`src/sv/uctmr_pkg.sv`:
```
// Shared constants and types of the up-counting prescaled timer.
`default_nettype none

package uctmr_pkg;

  // Field widths of the bus and the timer registers
  localparam int ACTION_W = 2;
  localparam int OFS_W    = 6;
  localparam int DATA_W   = 32;
  localparam int CNT_W    = 32;
  localparam int PSC_W    = 16;

  // Kinds of input beat
  typedef enum logic [ACTION_W-1:0] {
    ACT_TICK  = 2'd0,
    ACT_WRITE = 2'd1,
    ACT_READ  = 2'd2,
    ACT_NONE  = 2'd3
  } action_t;

  // Register byte offsets
  localparam logic [OFS_W-1:0] OFS_CONTROL  = 6'h00;
  localparam logic [OFS_W-1:0] OFS_STATUS   = 6'h10;
  localparam logic [OFS_W-1:0] OFS_EVENT    = 6'h14;
  localparam logic [OFS_W-1:0] OFS_COUNT    = 6'h24;
  localparam logic [OFS_W-1:0] OFS_PRESCALE = 6'h28;
  localparam logic [OFS_W-1:0] OFS_RELOAD   = 6'h2C;

  // Control register bit positions
  localparam int CTRL_ENABLE_BIT  = 0;
  localparam int CTRL_PRELOAD_BIT = 7;

endpackage : uctmr_pkg

`default_nettype wire

```
`src/sv/uctmr_if.sv`:
```
// Valid/ready channel interfaces for timer requests and results.
`default_nettype none

interface uctmr_in_if
  import uctmr_pkg::*;
();
  logic                valid;
  logic                ready;
  logic [ACTION_W-1:0] action;
  logic [OFS_W-1:0]    reg_offset;
  logic [DATA_W-1:0]   write_data;

  modport source (output valid, output action, output reg_offset, output write_data,
                  input ready);
  modport sink   (input valid, input action, input reg_offset, input write_data,
                  output ready);
endinterface : uctmr_in_if

interface uctmr_out_if
  import uctmr_pkg::*;
();
  logic              valid;
  logic              ready;
  logic [DATA_W-1:0] read_data;
  logic              update_flag;

  modport source (output valid, output read_data, output update_flag, input ready);
  modport sink   (input valid, input read_data, input update_flag, output ready);
endinterface : uctmr_out_if

`default_nettype wire

```
`src/sv/upcount_timer_prescale_reload.sv`:
```
// Up-counting timer with prescaler and auto-reload behind a small register bus.
//
// Usage:
//   in_ch carries one beat per timer tick, bus write or bus read (action,
//   reg_offset, write_data). out_ch returns exactly one beat per input beat:
//   read_data (register value on a read, else 0) and update_flag (the update
//   flag after that beat), in input order.
//   Path: an accepted beat goes through the input register, then the timer
//   update into the result register, which drives out_ch.
//   Throughput: one beat per cycle; the whole timer step is a single pass of
//   short logic, so in_ch takes a beat every cycle while out_ch keeps up.
//   Stall: when out_ch.ready is low the result register holds and the input
//   register still takes one more beat; after that in_ch.ready drops until
//   the result is taken. Timer state moves only when a beat moves forward.
//   Reset (rst_n low, synchronous): both pipeline registers empty, counters
//   and prescaler 0, reload values all ones, control and update flag clear.
`default_nettype none

module upcount_timer_prescale_reload
  import uctmr_pkg::*;
(
  input  wire               clk,
  input  wire               rst_n,
  uctmr_in_if.sink          in_ch,
  uctmr_out_if.source       out_ch
);

  // Input register
  logic                in_valid_r;
  action_t             in_action_r;
  logic [OFS_W-1:0]    in_ofs_r;
  logic [DATA_W-1:0]   in_wdata_r;

  // Result register
  logic                out_valid_r;
  logic [DATA_W-1:0]   out_rdata_r;
  logic                out_flag_r;

  // Timer state
  logic                en_r,       en_nxt;
  logic                arpe_r,     arpe_nxt;
  logic [PSC_W-1:0]    psc_wr_r,   psc_wr_nxt;
  logic [PSC_W-1:0]    psc_act_r,  psc_act_nxt;
  logic [PSC_W-1:0]    psc_cnt_r,  psc_cnt_nxt;
  logic [CNT_W-1:0]    arr_wr_r,   arr_wr_nxt;
  logic [CNT_W-1:0]    arr_act_r,  arr_act_nxt;
  logic [CNT_W-1:0]    cnt_r,      cnt_nxt;
  logic                flag_r,     flag_nxt;
  logic [DATA_W-1:0]   rdata_nxt;

  logic                out_free;
  logic                adv;

  // Pipeline handshake
  assign out_free    = !out_valid_r || out_ch.ready;
  assign adv         = in_valid_r && out_free;
  assign in_ch.ready = !in_valid_r || out_free;

  assign out_ch.valid       = out_valid_r;
  assign out_ch.read_data   = out_rdata_r;
  assign out_ch.update_flag = out_flag_r;

  // Capture input beat
  always_ff @(posedge clk) begin
    if (!rst_n) begin
      in_valid_r <= 1'b0;
    end else if (in_ch.ready) begin
      in_valid_r <= in_ch.valid;
    end
    if (in_ch.valid && in_ch.ready) begin
      in_action_r <= action_t'(in_ch.action);
      in_ofs_r    <= in_ch.reg_offset;
      in_wdata_r  <= in_ch.write_data;
    end
  end

  // Timer step for the registered beat
  always_comb begin
    en_nxt      = en_r;
    arpe_nxt    = arpe_r;
    psc_wr_nxt  = psc_wr_r;
    psc_act_nxt = psc_act_r;
    psc_cnt_nxt = psc_cnt_r;
    arr_wr_nxt  = arr_wr_r;
    arr_act_nxt = arr_act_r;
    cnt_nxt     = cnt_r;
    flag_nxt    = flag_r;
    rdata_nxt   = '0;
    case (in_action_r)
      ACT_TICK: begin
        if (en_r) begin
          if (psc_cnt_r >= psc_act_r) begin
            psc_cnt_nxt = '0;
            if (cnt_r == arr_act_r) begin
              // wrap with update event
              cnt_nxt     = '0;
              flag_nxt    = 1'b1;
              psc_act_nxt = psc_wr_r;
              arr_act_nxt = arr_wr_r;
            end else begin
              cnt_nxt = cnt_r + 1'b1;
            end
          end else begin
            psc_cnt_nxt = psc_cnt_r + 1'b1;
          end
        end
      end
      ACT_WRITE: begin
        case (in_ofs_r)
          OFS_CONTROL: begin
            en_nxt   = in_wdata_r[CTRL_ENABLE_BIT];
            arpe_nxt = in_wdata_r[CTRL_PRELOAD_BIT];
          end
          OFS_STATUS: begin
            if (!in_wdata_r[0]) flag_nxt = 1'b0;
          end
          OFS_EVENT: begin
            // forced update
            if (in_wdata_r[0]) begin
              psc_cnt_nxt = '0;
              cnt_nxt     = '0;
              psc_act_nxt = psc_wr_r;
              arr_act_nxt = arr_wr_r;
              flag_nxt    = 1'b1;
            end
          end
          OFS_COUNT:    cnt_nxt    = CNT_W'(in_wdata_r);
          OFS_PRESCALE: psc_wr_nxt = PSC_W'(in_wdata_r);
          OFS_RELOAD: begin
            arr_wr_nxt = CNT_W'(in_wdata_r);
            if (!arpe_r) arr_act_nxt = CNT_W'(in_wdata_r);
          end
          default: ;
        endcase
      end
      ACT_READ: begin
        case (in_ofs_r)
          OFS_CONTROL: begin
            rdata_nxt[CTRL_ENABLE_BIT]  = en_r;
            rdata_nxt[CTRL_PRELOAD_BIT] = arpe_r;
          end
          OFS_STATUS:   rdata_nxt = DATA_W'(flag_r);
          OFS_COUNT:    rdata_nxt = DATA_W'(cnt_r);
          OFS_PRESCALE: rdata_nxt = DATA_W'(psc_wr_r);
          OFS_RELOAD:   rdata_nxt = DATA_W'(arr_wr_r);
          default:      rdata_nxt = '0;
        endcase
      end
      default: ;
    endcase
  end

  // Commit state and result when the beat moves forward
  always_ff @(posedge clk) begin
    if (!rst_n) begin
      en_r        <= 1'b0;
      arpe_r      <= 1'b0;
      psc_wr_r    <= '0;
      psc_act_r   <= '0;
      psc_cnt_r   <= '0;
      arr_wr_r    <= '1;
      arr_act_r   <= '1;
      cnt_r       <= '0;
      flag_r      <= 1'b0;
      out_valid_r <= 1'b0;
    end else begin
      if (adv) begin
        en_r      <= en_nxt;
        arpe_r    <= arpe_nxt;
        psc_wr_r  <= psc_wr_nxt;
        psc_act_r <= psc_act_nxt;
        psc_cnt_r <= psc_cnt_nxt;
        arr_wr_r  <= arr_wr_nxt;
        arr_act_r <= arr_act_nxt;
        cnt_r     <= cnt_nxt;
        flag_r    <= flag_nxt;
      end
      if (out_free) begin
        out_valid_r <= in_valid_r;
      end
    end
  end

  // Result payload
  always_ff @(posedge clk) begin
    if (adv) begin
      out_rdata_r <= rdata_nxt;
      out_flag_r  <= flag_nxt;
    end
  end

`ifndef SYNTHESIS
  // prescaler never runs past its active limit
  a_psc_bound: assert property (@(posedge clk) disable iff (!rst_n)
    psc_cnt_r <= psc_act_r)
    else $error("prescaler counter above active prescale");

  // a beat that moves forward shows up in the result register
  a_adv_out: assert property (@(posedge clk) disable iff (!rst_n)
    adv |=> out_valid_r)
    else $error("advanced beat lost");

  // update flag rises only from a processed beat
  a_flag_src: assert property (@(posedge clk) disable iff (!rst_n)
    $past(rst_n) && $rose(flag_r) |-> $past(adv))
    else $error("update flag set without a beat");

  // counter holds while no beat moves forward
  a_cnt_hold: assert property (@(posedge clk) disable iff (!rst_n)
    $past(rst_n) && !$past(adv) |-> $stable(cnt_r))
    else $error("counter changed without a beat");

  // result flag mirrors the timer flag after each processed beat
  a_flag_out: assert property (@(posedge clk) disable iff (!rst_n)
    adv |=> out_flag_r == flag_r)
    else $error("result flag differs from timer flag");
`endif

endmodule : upcount_timer_prescale_reload

`default_nettype wire
```
`src/flat_wrapper.sv`:
```
// flat-port wrapper written by rule: the top's interface ports become plain ports
module upcount_timer_prescale_reload_flat import uctmr_pkg::*;
  (clk, rst_n, in_ch_valid, in_ch_action, in_ch_reg_offset, in_ch_write_data, in_ch_ready, out_ch_valid, out_ch_read_data, out_ch_update_flag, out_ch_ready);
  uctmr_in_if in_ch_i ();
  uctmr_out_if out_ch_i ();
  input  wire clk;
  input  wire rst_n;
  input wire logic [$bits(in_ch_i.valid)-1:0] in_ch_valid;
  input wire logic [$bits(in_ch_i.action)-1:0] in_ch_action;
  input wire logic [$bits(in_ch_i.reg_offset)-1:0] in_ch_reg_offset;
  input wire logic [$bits(in_ch_i.write_data)-1:0] in_ch_write_data;
  output wire logic [$bits(in_ch_i.ready)-1:0] in_ch_ready;
  output wire logic [$bits(out_ch_i.valid)-1:0] out_ch_valid;
  output wire logic [$bits(out_ch_i.read_data)-1:0] out_ch_read_data;
  output wire logic [$bits(out_ch_i.update_flag)-1:0] out_ch_update_flag;
  input wire logic [$bits(out_ch_i.ready)-1:0] out_ch_ready;
  assign in_ch_i.valid = in_ch_valid;
  assign in_ch_i.action = in_ch_action;
  assign in_ch_i.reg_offset = in_ch_reg_offset;
  assign in_ch_i.write_data = in_ch_write_data;
  assign in_ch_ready = in_ch_i.ready;
  assign out_ch_valid = out_ch_i.valid;
  assign out_ch_read_data = out_ch_i.read_data;
  assign out_ch_update_flag = out_ch_i.update_flag;
  assign out_ch_i.ready = out_ch_ready;
  upcount_timer_prescale_reload u_core (.clk(clk), .rst_n(rst_n), .in_ch(in_ch_i), .out_ch(out_ch_i));
endmodule
```
`config.mk`:
```
export PLATFORM = sky130hd
export DESIGN_NAME = upcount_timer_prescale_reload_flat
export DESIGN_NICKNAME = d
export VERILOG_FILES = /design/src/sv/uctmr_pkg.sv /design/src/sv/uctmr_if.sv /design/src/sv/upcount_timer_prescale_reload.sv /design/src/flat_wrapper.sv
export SDC_FILE = /design/constraint.sdc
export NUM_CORES = 1
export LEC_CHECK = 0
export ABC_AREA = 0
export BUFFER_PORTS_ARGS = -buffer_cell sky130_fd_sc_hd__buf_4
export CAP_MARGIN = 25
export CORE_ASPECT_RATIO = 0.5
export CORE_MARGIN = 2
export CORE_UTILIZATION = 55
export CTS_CLUSTER_DIAMETER = 150
export DETAILED_ROUTE_END_ITERATION = 7
export PLACE_DENSITY = 0.81
export SLEW_MARGIN = 10
export SYNTH_ARGS = -nofsm -noshare
export SYNTH_HDL_FRONTEND = slang
export SYNTH_SLANG_ARGS = --single-unit
export TNS_END_PERCENT = 100
```
`constraint.sdc`:
```
create_clock -name clk -period 2.5 [get_ports clk]
set_clock_uncertainty 0.05 [all_clocks]
set_input_delay 0.625 -clock clk [delete_from_list [all_inputs] [get_ports clk]]
set_output_delay 0.625 -clock clk [all_outputs]
set_load 0.03 [all_outputs]
```
Yosys cells after proc, flatten, opt, wreduce, memory -nomap -nowiden
Index checks and enable logic that the tools add are counted.
{"block": "totals", "reg_bits": 222, "input_bits": 44, "out_inout_bits": 35, "wordCells": 87}
{"block": "classes", "add_sub_neg": 2, "n_lt_le_gt_ge": 1, "n_eq_ne": 17, "mux": 35, "n_reduce_logical": 16}
{"op": "2-to-1 mux 32 bit", "n": 9}
{"op": "case mux 32 bit (2 select lines)", "n": 4}
{"op": "2-to-1 mux 16 bit", "n": 9}
{"op": "case mux 24 bit (3 select lines)", "n": 1}
{"op": "case mux 16 bit (2 select lines)", "n": 2}
{"op": "adder 32 x 1 -> 32 bit (second input constant)", "n": 1}
{"op": "== test 32 bit", "n": 1}
{"op": "== test 6 bit (second input constant)", "n": 3}
{"op": "case mux 6 bit (3 select lines)", "n": 1}
{"op": "adder 16 x 1 -> 16 bit (second input constant)", "n": 1}
{"op": ">= comparator 16 bit", "n": 1}
{"op": "== test 6 x 5 -> 1 bit (second input constant)", "n": 2}
{"op": "inequality test 3 x 2 -> 1 bit (second input constant)", "n": 3}
{"op": "AND reduction 3 bit", "n": 3}
{"op": "inequality test 2 x 1 -> 1 bit (second input constant)", "n": 4}
{"op": "AND reduction 8 bit", "n": 1}
{"op": "AND reduction 7 bit", "n": 1}
{"op": "logical NOT 6 bit", "n": 1}
{"op": "AND reduction 6 bit", "n": 1}
{"op": "2-to-1 mux 1 bit", "n": 5}
{"op": "case mux 1 bit (5 select lines)", "n": 1}
{"op": "AND reduction 5 bit", "n": 1}
{"op": "case mux 1 bit (2 select lines)", "n": 2}
{"op": "case mux 1 bit (4 select lines)", "n": 1}
{"op": "other kinds (9)", "n": 12}

Depth between registers and ports, before layout
Gate-level depths: netlist of run 1.
{"block": "depth", "word_depth": 5, "depth_mapped": 10, "mapped_depth_nobuf": 8}

Worst setup path after synthesis of run 1
OpenSTA, ideal clock, no wires.
{"block": "synth_path", "path_kind": "input to register", "startpoint": "input out_ch_ready", "endpoint": "register u_core.arr_wr_r[17]", "setup_ns": 0.063, "arrival_time_ns": 2.430, "required_time_ns": 2.387, "setup_slack_ns": -0.043, "path_stages": 7, "path_buffers": 2, "path_cell_list": "nand2b_1 -> and2_1 -> and3_1 -> clkbuf_1 -> buf_1 -> nand2_1 -> nand3_1"}
{"block": "synth_via", "elab_chain_len": 3}
{"item": "start, declared", "line": "flat_wrapper.sv:16", "text": "input wire logic [$bits(out_ch_i.ready)-1:0] out_ch_ready;"}
{"item": "logical OR 1 bit", "line": "upcount_timer_prescale_reload.sv:55", "text": "assign out_free = !out_valid_r || out_ch.ready;"}
{"item": "logical AND 1 bit", "line": "upcount_timer_prescale_reload.sv:56", "text": "assign adv = in_valid_r && out_free;"}
{"item": "named net u_core.adv", "line": "upcount_timer_prescale_reload.sv:52", "text": "logic adv;"}
{"item": "AND reduction 3 bit (no line)"}
{"item": "end signal, assigned", "line": "upcount_timer_prescale_reload.sv:173", "text": "arr_wr_r <= arr_wr_nxt;"}
{"item": "end, declared", "line": "upcount_timer_prescale_reload.sv:45", "text": "logic [CNT_W-1:0] arr_wr_r, arr_wr_nxt;"}
The timed path passes the listed nets, and every way through them passes these cells.
A chain may end at the register's enable or synchronous reset.

Final worst setup path of run 1
{"block": "layout_path", "startpoint": "register u_core.psc_act_r[9]", "endpoint": "register u_core.arr_act_r[7]"}
{"block": "layout_via", "elab_chain_len": 3}
{"item": "start, declared", "line": "upcount_timer_prescale_reload.sv:43", "text": "logic [PSC_W-1:0] psc_act_r, psc_act_nxt;"}
{"item": "start signal, assigned", "line": "upcount_timer_prescale_reload.sv:171", "text": "psc_act_r <= psc_act_nxt;"}
{"item": ">= comparator 16 bit", "line": "upcount_timer_prescale_reload.sv:92", "text": "if (psc_cnt_r >= psc_act_r) begin"}
{"item": "inequality test 2 x 1 -> 1 bit (no line)"}
{"item": "AND reduction 8 bit (no line)"}
{"item": "end signal, assigned", "line": "upcount_timer_prescale_reload.sv:174", "text": "arr_act_r <= arr_act_nxt;"}
{"item": "end, declared", "line": "upcount_timer_prescale_reload.sv:46", "text": "logic [CNT_W-1:0] arr_act_r, arr_act_nxt;"}
No other way between the ends.

==> results of run 1 <==
-- sequential cells by signal, indices dropped and copies added, names as in the netlist --
name,cells
u_core.arr_act_r,32
u_core.psc_wr_r,16
u_core.cnt_r,32
u_core.in_ofs_r,6
u_core.in_wdata_r,32
u_core.out_ch.update_flag,1
u_core.in_valid_r,1
u_core.out_ch.read_data,32
u_core.in_action_r,2
u_core.psc_cnt_r,16
u_core.flag_r,1
u_core.arpe_r,1
u_core.out_ch.valid,1
u_core.en_r,1
u_core.psc_act_r,16
u_core.arr_wr_r,32
-- cell usage in the layout, fill, tap and decap left out, drive strengths merged, types with 12 or more instances in the layout --
cell type,count
buf,175
nand2,168
dfxtp,149
nor2,73
edfxtp,73
mux2i,51
nand3,49
xor2,45
a32o,42
inv,39
a31oi,34
a311oi,33
a21oi,32
o211ai,29
clkbuf,29
a22oi,18
ha,18
and2,17
and3,16
a222oi,14
nor3,12
-- cell type report --
cell class | instances | area (um^2) | share of cell area, %
tap | 259 | 324 | 2.52
clock buffer | 28 | 562 | 4.37
clock inverter | 10 | 81.3 | 0.632
inverter | 37 | 139 | 1.08
sequential | 222 | 5180 | 40.3
timing repair buffer | 176 | 1460 | 11.4
multi-input combinational | 749 | 5110 | 39.7
-- per-layer routing --
metal	routed length [um]	global-route usage, %	vias up
li1	-	-	4292
met2	14300	48.6	591
met5	0	0	-
met4	530	7.46	0
met1	12900	40.0	4606
met3	3380	5.45	56
-- where the power goes --
part	switching [uW]	internal, uW	total, uW
Sequential	52.4	3780	3830
Combinational	234	128	362
Clock	1400	1700	3100
Total	1690	5610	7300
-- path summary, 6_finish.rpt --
kind                                      startpoint                    end  slack [ns]  cells after the start
worst min register to register   u_core.psc_act_r[1]    u_core.psc_act_r[1]        0.41                      2
worst min-delay path            in_ch_write_data[24]  u_core.in_wdata_r[24]        0.24                      1
worst max-delay path             u_core.psc_act_r[9]    u_core.arr_act_r[7]       0.005                     12
worst max register to register   u_core.psc_act_r[9]    u_core.arr_act_r[7]       0.005                     12
-- worst register-to-register path, stage by stage, from the launching register on --
cell and delay [ns]:
dfxtp_2 0.33, inv_1 0.04, ha_1 0.29, a21oi_1 0.15, o21ai_0 0.15, a221oi_2 0.27
buf_4 0.15, nand3b_1 0.12, buf_6 0.18, buf_6 0.14, buf_12 0.14, a311oi_1 0.27
a31oi_1 0.10
-- cells by family after synthesis --
group	after synthesis	synth area share, %
AND/OR/NAND/NOR	388	17.3
AO/OA/AOI/OAI	243	17.9
flip-flops	222	48.7
buffers and inverters	126	5.10
multiplexers	51	4.80
XOR/XNOR	49	4.04
adder cells (fa/ha/maj)	18	2.12
-- per-stage QoR --
stage | cells | cell area, um^2 | worst slack, ns | total power [uW]
2_1_floorplan | 1097 | 10600 | 0.0673 | 4080
3_3_place_gp | 1435 | 11900 | 0.0147 | 4250
3_5_place_dp | 1435 | 11900 | -0.0696 | 4260
4_1_cts | 1473 | 12600 | 0.00377 | 7300
5_1_grt | 1481 | 12900 | -0.118 | 7480
6_report | 1481 | 12900 | 0.00459 | 7300
-- what timing repair did --
action,4_1_cts,5_1_grt
endpoints found under the hold margin,0,0
gates cloned,0,2
buffers inserted,0,5
gates resized for setup,8,36
setup endpoints to repair,28,88
pin swaps,1,11
hold buffers,0,0
==> results.yml, run 1 <==
synth:
  synth-edff-count: 73
  yosys_warnings: 0
  synth_area_leaders: "dfxtp_1 28%, edfxtp_1 21%, nand2_1 5.9%"
  synth_most_common_cell: "nand2_1"
  synth_top_flop_cell: "dfxtp_1"
  async_reset_ff_share_pct: 0
  synth_cell_types: 57
  synth_top_cells_by_count: "168 x nand2_1, 149 x dfxtp_1, 73 x edfxtp_1, 73 x nor2_1"
  syn_nets: 1159
  synth_seq_cells: 222
  synth_top_area_share_pct: 28.1
  yosysTopAreaCell: "dfxtp_1"
  syn_area_per_cell_um2: 9.69
  netlist_area_um2: 10600
  ys_seq_area_share_pct: 48.7
  synthCells: 1097
die:
  boundaryPins: 79
  die_h_um: 102
  fp.coreArea_um2: 18700
  initial_core_util_pct: 57.0
  die-area_um2: 20500
  rows: 35
  die_w_um: 201
sta:
  drv_slew: 0
  slew_headroom_pct: 55.4
  rsz0062_at_grt: "yes"
  hold_viol: 0
  hold_ws_ns: 0.236
  period_share_pct: 99.8
  worstMarginPinSlew_ns: 0.667
  period_needed_ns: 2.50
  setup_violations: 0
  setup_tns_ns: 0
  max_freq_mhz: 401
clocking:
  cts_buffer_depth: 3
  cts_buffers: 21
  htreeDepth: 1
  clock_latency_ns: 0.51
  tritoncts: "built"
  root_buffer: "clkbuf_16"
  clock-sinks: 222
  clk_pin_slew_ns: 0.07
drt:
  vias: 9545
  drc: 1
  initialDrtViolationCount: 1251
  post_drt_wl_per_cell_um: 21.0
  route.final.wire_length_um: 31100
  drt_pass1_iterations: 8
  vias_per_cell: 6.44
  ant_nets: 0
final_layout:
  post-route-util_pct: 68.9
  layout-drive-gt1-share_pct: 21.1
  num-fill-cells: 1357
  area_growth_pct: 21.0
  diodes: 0
  nNetsFinal: 1269
setup_path:
  worstSetupEndpointType: "flop"
  worstSetupPathType: "flop to flop"
  path_buf_inv: 5
  cpPeakStageDelay_ns: 0.33
  crit_chain: "inv_1 > ha_1 > a21oi_1 > o21ai_0 > a221oi_2 > buf_4 > nand3b_1 > buf_6 > buf_6 > buf_12 > a311oi_1 > a31oi_1"
  crit_fanout: 14
  critical_path_arrival_ns: 2.82
  crit_top_cell: "buf_6"
  path_delay_family: "compound AO/OA/AOI/OAI gates"
  crit_path_start_kind: "flop"
  crit_slowest_cell: "dfxtp_2"
  cp.required_ns: 2.82
global_routing:
  grt_pass1_vias: 9184
  antenna_found_initial: 0
  grt_usage_pct: 29.2
  grt_start_max_net_pins: 44
  grt-ovfl-total: 0
  grt_pass1_wl_um: 48400
placed_design:
  place_congestion: 0.922
  port_buffers: 78
  hpwl_um: 20600
power:
  p_per_area_nw_per_um2: 567
  p_leak_uw: 0.00480
  peakVddDrop_mv: 0.456
worst_hold_path:
  hp-class: "input port to flop"
flow_run:
  max-cap-violations: 0
run_status:
  failed_checks: "design-rule violations"
  outcome: "finished with violations"
Note: power is estimated with default switching activity, not from simulation.
==> run 2, diff against run 1 <==
CORE_UTILIZATION = 60   (was 55)
PLACE_DENSITY = 0.84   (was 0.81)
SLEW_MARGIN = 20   (was 10)
clock period = 2.4 ns   (was 2.5 ns; I/O delays follow)
==> results.yml, run 2 (same netlist as run 1, synthesis figures left out) <==
global_routing:
  grt_pass1_vias: 9707
  antenna_found_initial: 0
  grt-ovfl-total: 0
  grt_start_max_net_pins: 128
  grt_usage_pct: 34.7
  grt_pass1_wl_um: 51600
clocking:
  clock_latency_ns: 0.53
  cts_hold_buf: 0
  root_buffer: "clkbuf_16"
  clock-sinks: 222
  htreeDepth: 1
  cts_buffers: 20
  tritoncts: "built"
  cts_buffer_depth: 3
  clk_pin_slew_ns: 0.07
setup_path:
  crit_slowest_cell: "nor4_2"
  path_buf_inv: 3
  crit_path_start_kind: "flop"
  cpPeakStageDelay_ns: 0.66
  worstSetupEndpointType: "flop"
  worstSetupPathType: "flop to flop"
  critical_path_arrival_ns: 3.14
  crit_fanout: 16
  cp.required_ns: 2.77
  r2r_slack_ns: -0.38
  crit_chain: "xor2_1 > nor4_2 > nand4_1 > buf_4 > o21ai_4 > buf_4 > buf_12 > a311oi_2 > a31oi_1"
  crit_top_cell: "buf_4"
  path_delay_family: "simple AND/OR/NAND/NOR gates"
sta:
  worstMarginPinSlew_ns: 0.740
  drv_slew: 0
  setup_slack_ns: -0.375
  period_share_pct: 116
  hold_viol: 0
  slew_headroom_pct: 50.6
  max_freq_mhz: 360
  rsz0062_at_grt: "yes"
  setup_violations: 82
  period_needed_ns: 2.78
drt:
  post_drt_wl_per_cell_um: 25.7
  drc: 18
  vias_per_cell: 7.21
  drt_pass1_iterations: 8
  initialDrtViolationCount: 2031
  ant_nets: 0
  vias: 10700
  route.final.wire_length_um: 38000
final_layout:
  num-fill-cells: 914
  final_cell_mix: "167 x nand2_1, 164 x buf_4, 136 x dfxtp_1"
  layout-drive-gt1-share_pct: 26.4
  multi_input_area_um2: 5450
  nNetsFinal: 1292
  final_cells: 1478
  seqCellArea_um2: 5190
  diodes: 0
  area_growth_pct: 27.8
  final_common_cell: "nand2_1"
die:
  die_w_um: 192
  fp.coreArea_um2: 17400
  die_h_um: 98.1
  initial_core_util_pct: 61.2
  rows: 34
  boundaryPins: 79
  die-area_um2: 18900
flow_run:
  max-cap-violations: 0
power:
  p_leak_uw: 0.00506
  p_per_area_nw_per_um2: 558
  peakVddDrop_mv: 0.430
placed_design:
  dp.cells: 1423
  port_buffers: 78
  preCtsSetupSlack_ns: -0.257
  hpwl_um: 20500
  place_congestion: 0.909
run_status:
  failed_checks: "design-rule violations, negative setup slack"
  outcome: "finished with violations"
worst_hold_path:
  hp-class: "input port to flop"
## run 2: cell count changes in the layout (fill, tap and decap cells not counted), moves of 5 or more
cell	delta
dfxtp_2	+6
a31oi_4	+5
buf_12	+5
inv_1	-6
buf_6	+5
a311oi_1	-14
a31oi_1	-9
dfxtp_1	-6
a311oi_2	+11
inv_2	+6
clkbuf_16	+5
## run 2: timing repair
item                       4_1_cts  5_1_grt
pin swaps                       19       28
setup endpoints to repair       80       86
gates resized for setup         58       57
gates cloned                     3        8
buffers inserted                 4        4
## run 2: area by class of cell
class	instances	area share, %
Inverter	37	1.02
Clock buffer	31	4.29
Timing Repair Buffer	200	14.0
Multi-Input combinational cell	749	40.1
Sequential cell	222	38.2
Tap cell	234	2.16
Clock inverter	5	0.175
## run 2: worst register-to-register path: cells and delay by family, from the launching register on
| kind | cells | cell delay, ns |
|---|---|---|
| xor+xnor | 1 | 0.21 |
| flops | 1 | 0.35 |
| compound gates | 3 | 0.60 |
| buf+inv | 3 | 0.61 |
| simple gates | 2 | 0.85 |
## run 2: stage by stage
| stage | hold slack, ns | area, um^2 | total power (uW) | util, % | setup TNS (ns) |
|---|---|---|---|---|---|
| after floorplan | 0.385 | 10600 | 4250 | - | 0 |
| after global placement | 0.395 | 12000 | 4430 | 69.4 | -2.60 |
| after detailed placement | 0.399 | 12000 | 4450 | 69.4 | -11.56 |
| after CTS | 0.213 | 13000 | 7450 | 75.0 | -2.08 |
| after global routing | 0.202 | 13600 | 7700 | 78.2 | -34.14 |
| final | 0.199 | 13600 | 7570 | 78.2 | -20.54 |
## run 2: metal layers
metal  share of wire [%]  wire length [um]  global-route usage, %  vias to the layer above
met5                   0                 0                      0                        -
met4                 6.8              2580                   14.3                        0
met3                  15              5560                   9.31                      297
met2                  43             16500                   55.3                     1065
met1                  35             13400                   45.1                     4944
li1                    -                 -                      -                     4344
## run 2: path summary, 6_finish.rpt
kind	depth (start not counted)	endpoint	start
setup / recovery	9	u_core.arr_act_r[12]	u_core.arr_act_r[21]
setup reg to reg	9	u_core.arr_act_r[12]	u_core.arr_act_r[21]
hold / removal	1	u_core.in_wdata_r[23]	in_ch_write_data[23]
hold reg to reg	2	u_core.psc_act_r[15]	u_core.psc_act_r[15]
## run 2: where the power goes
part           leakage [uW]  switching [uW]  internal [uW]
registers           0.00194            63.3           3940
logic               0.00282             275            156
clock network      0.000300            1460           1680
total               0.00506            1800           5770
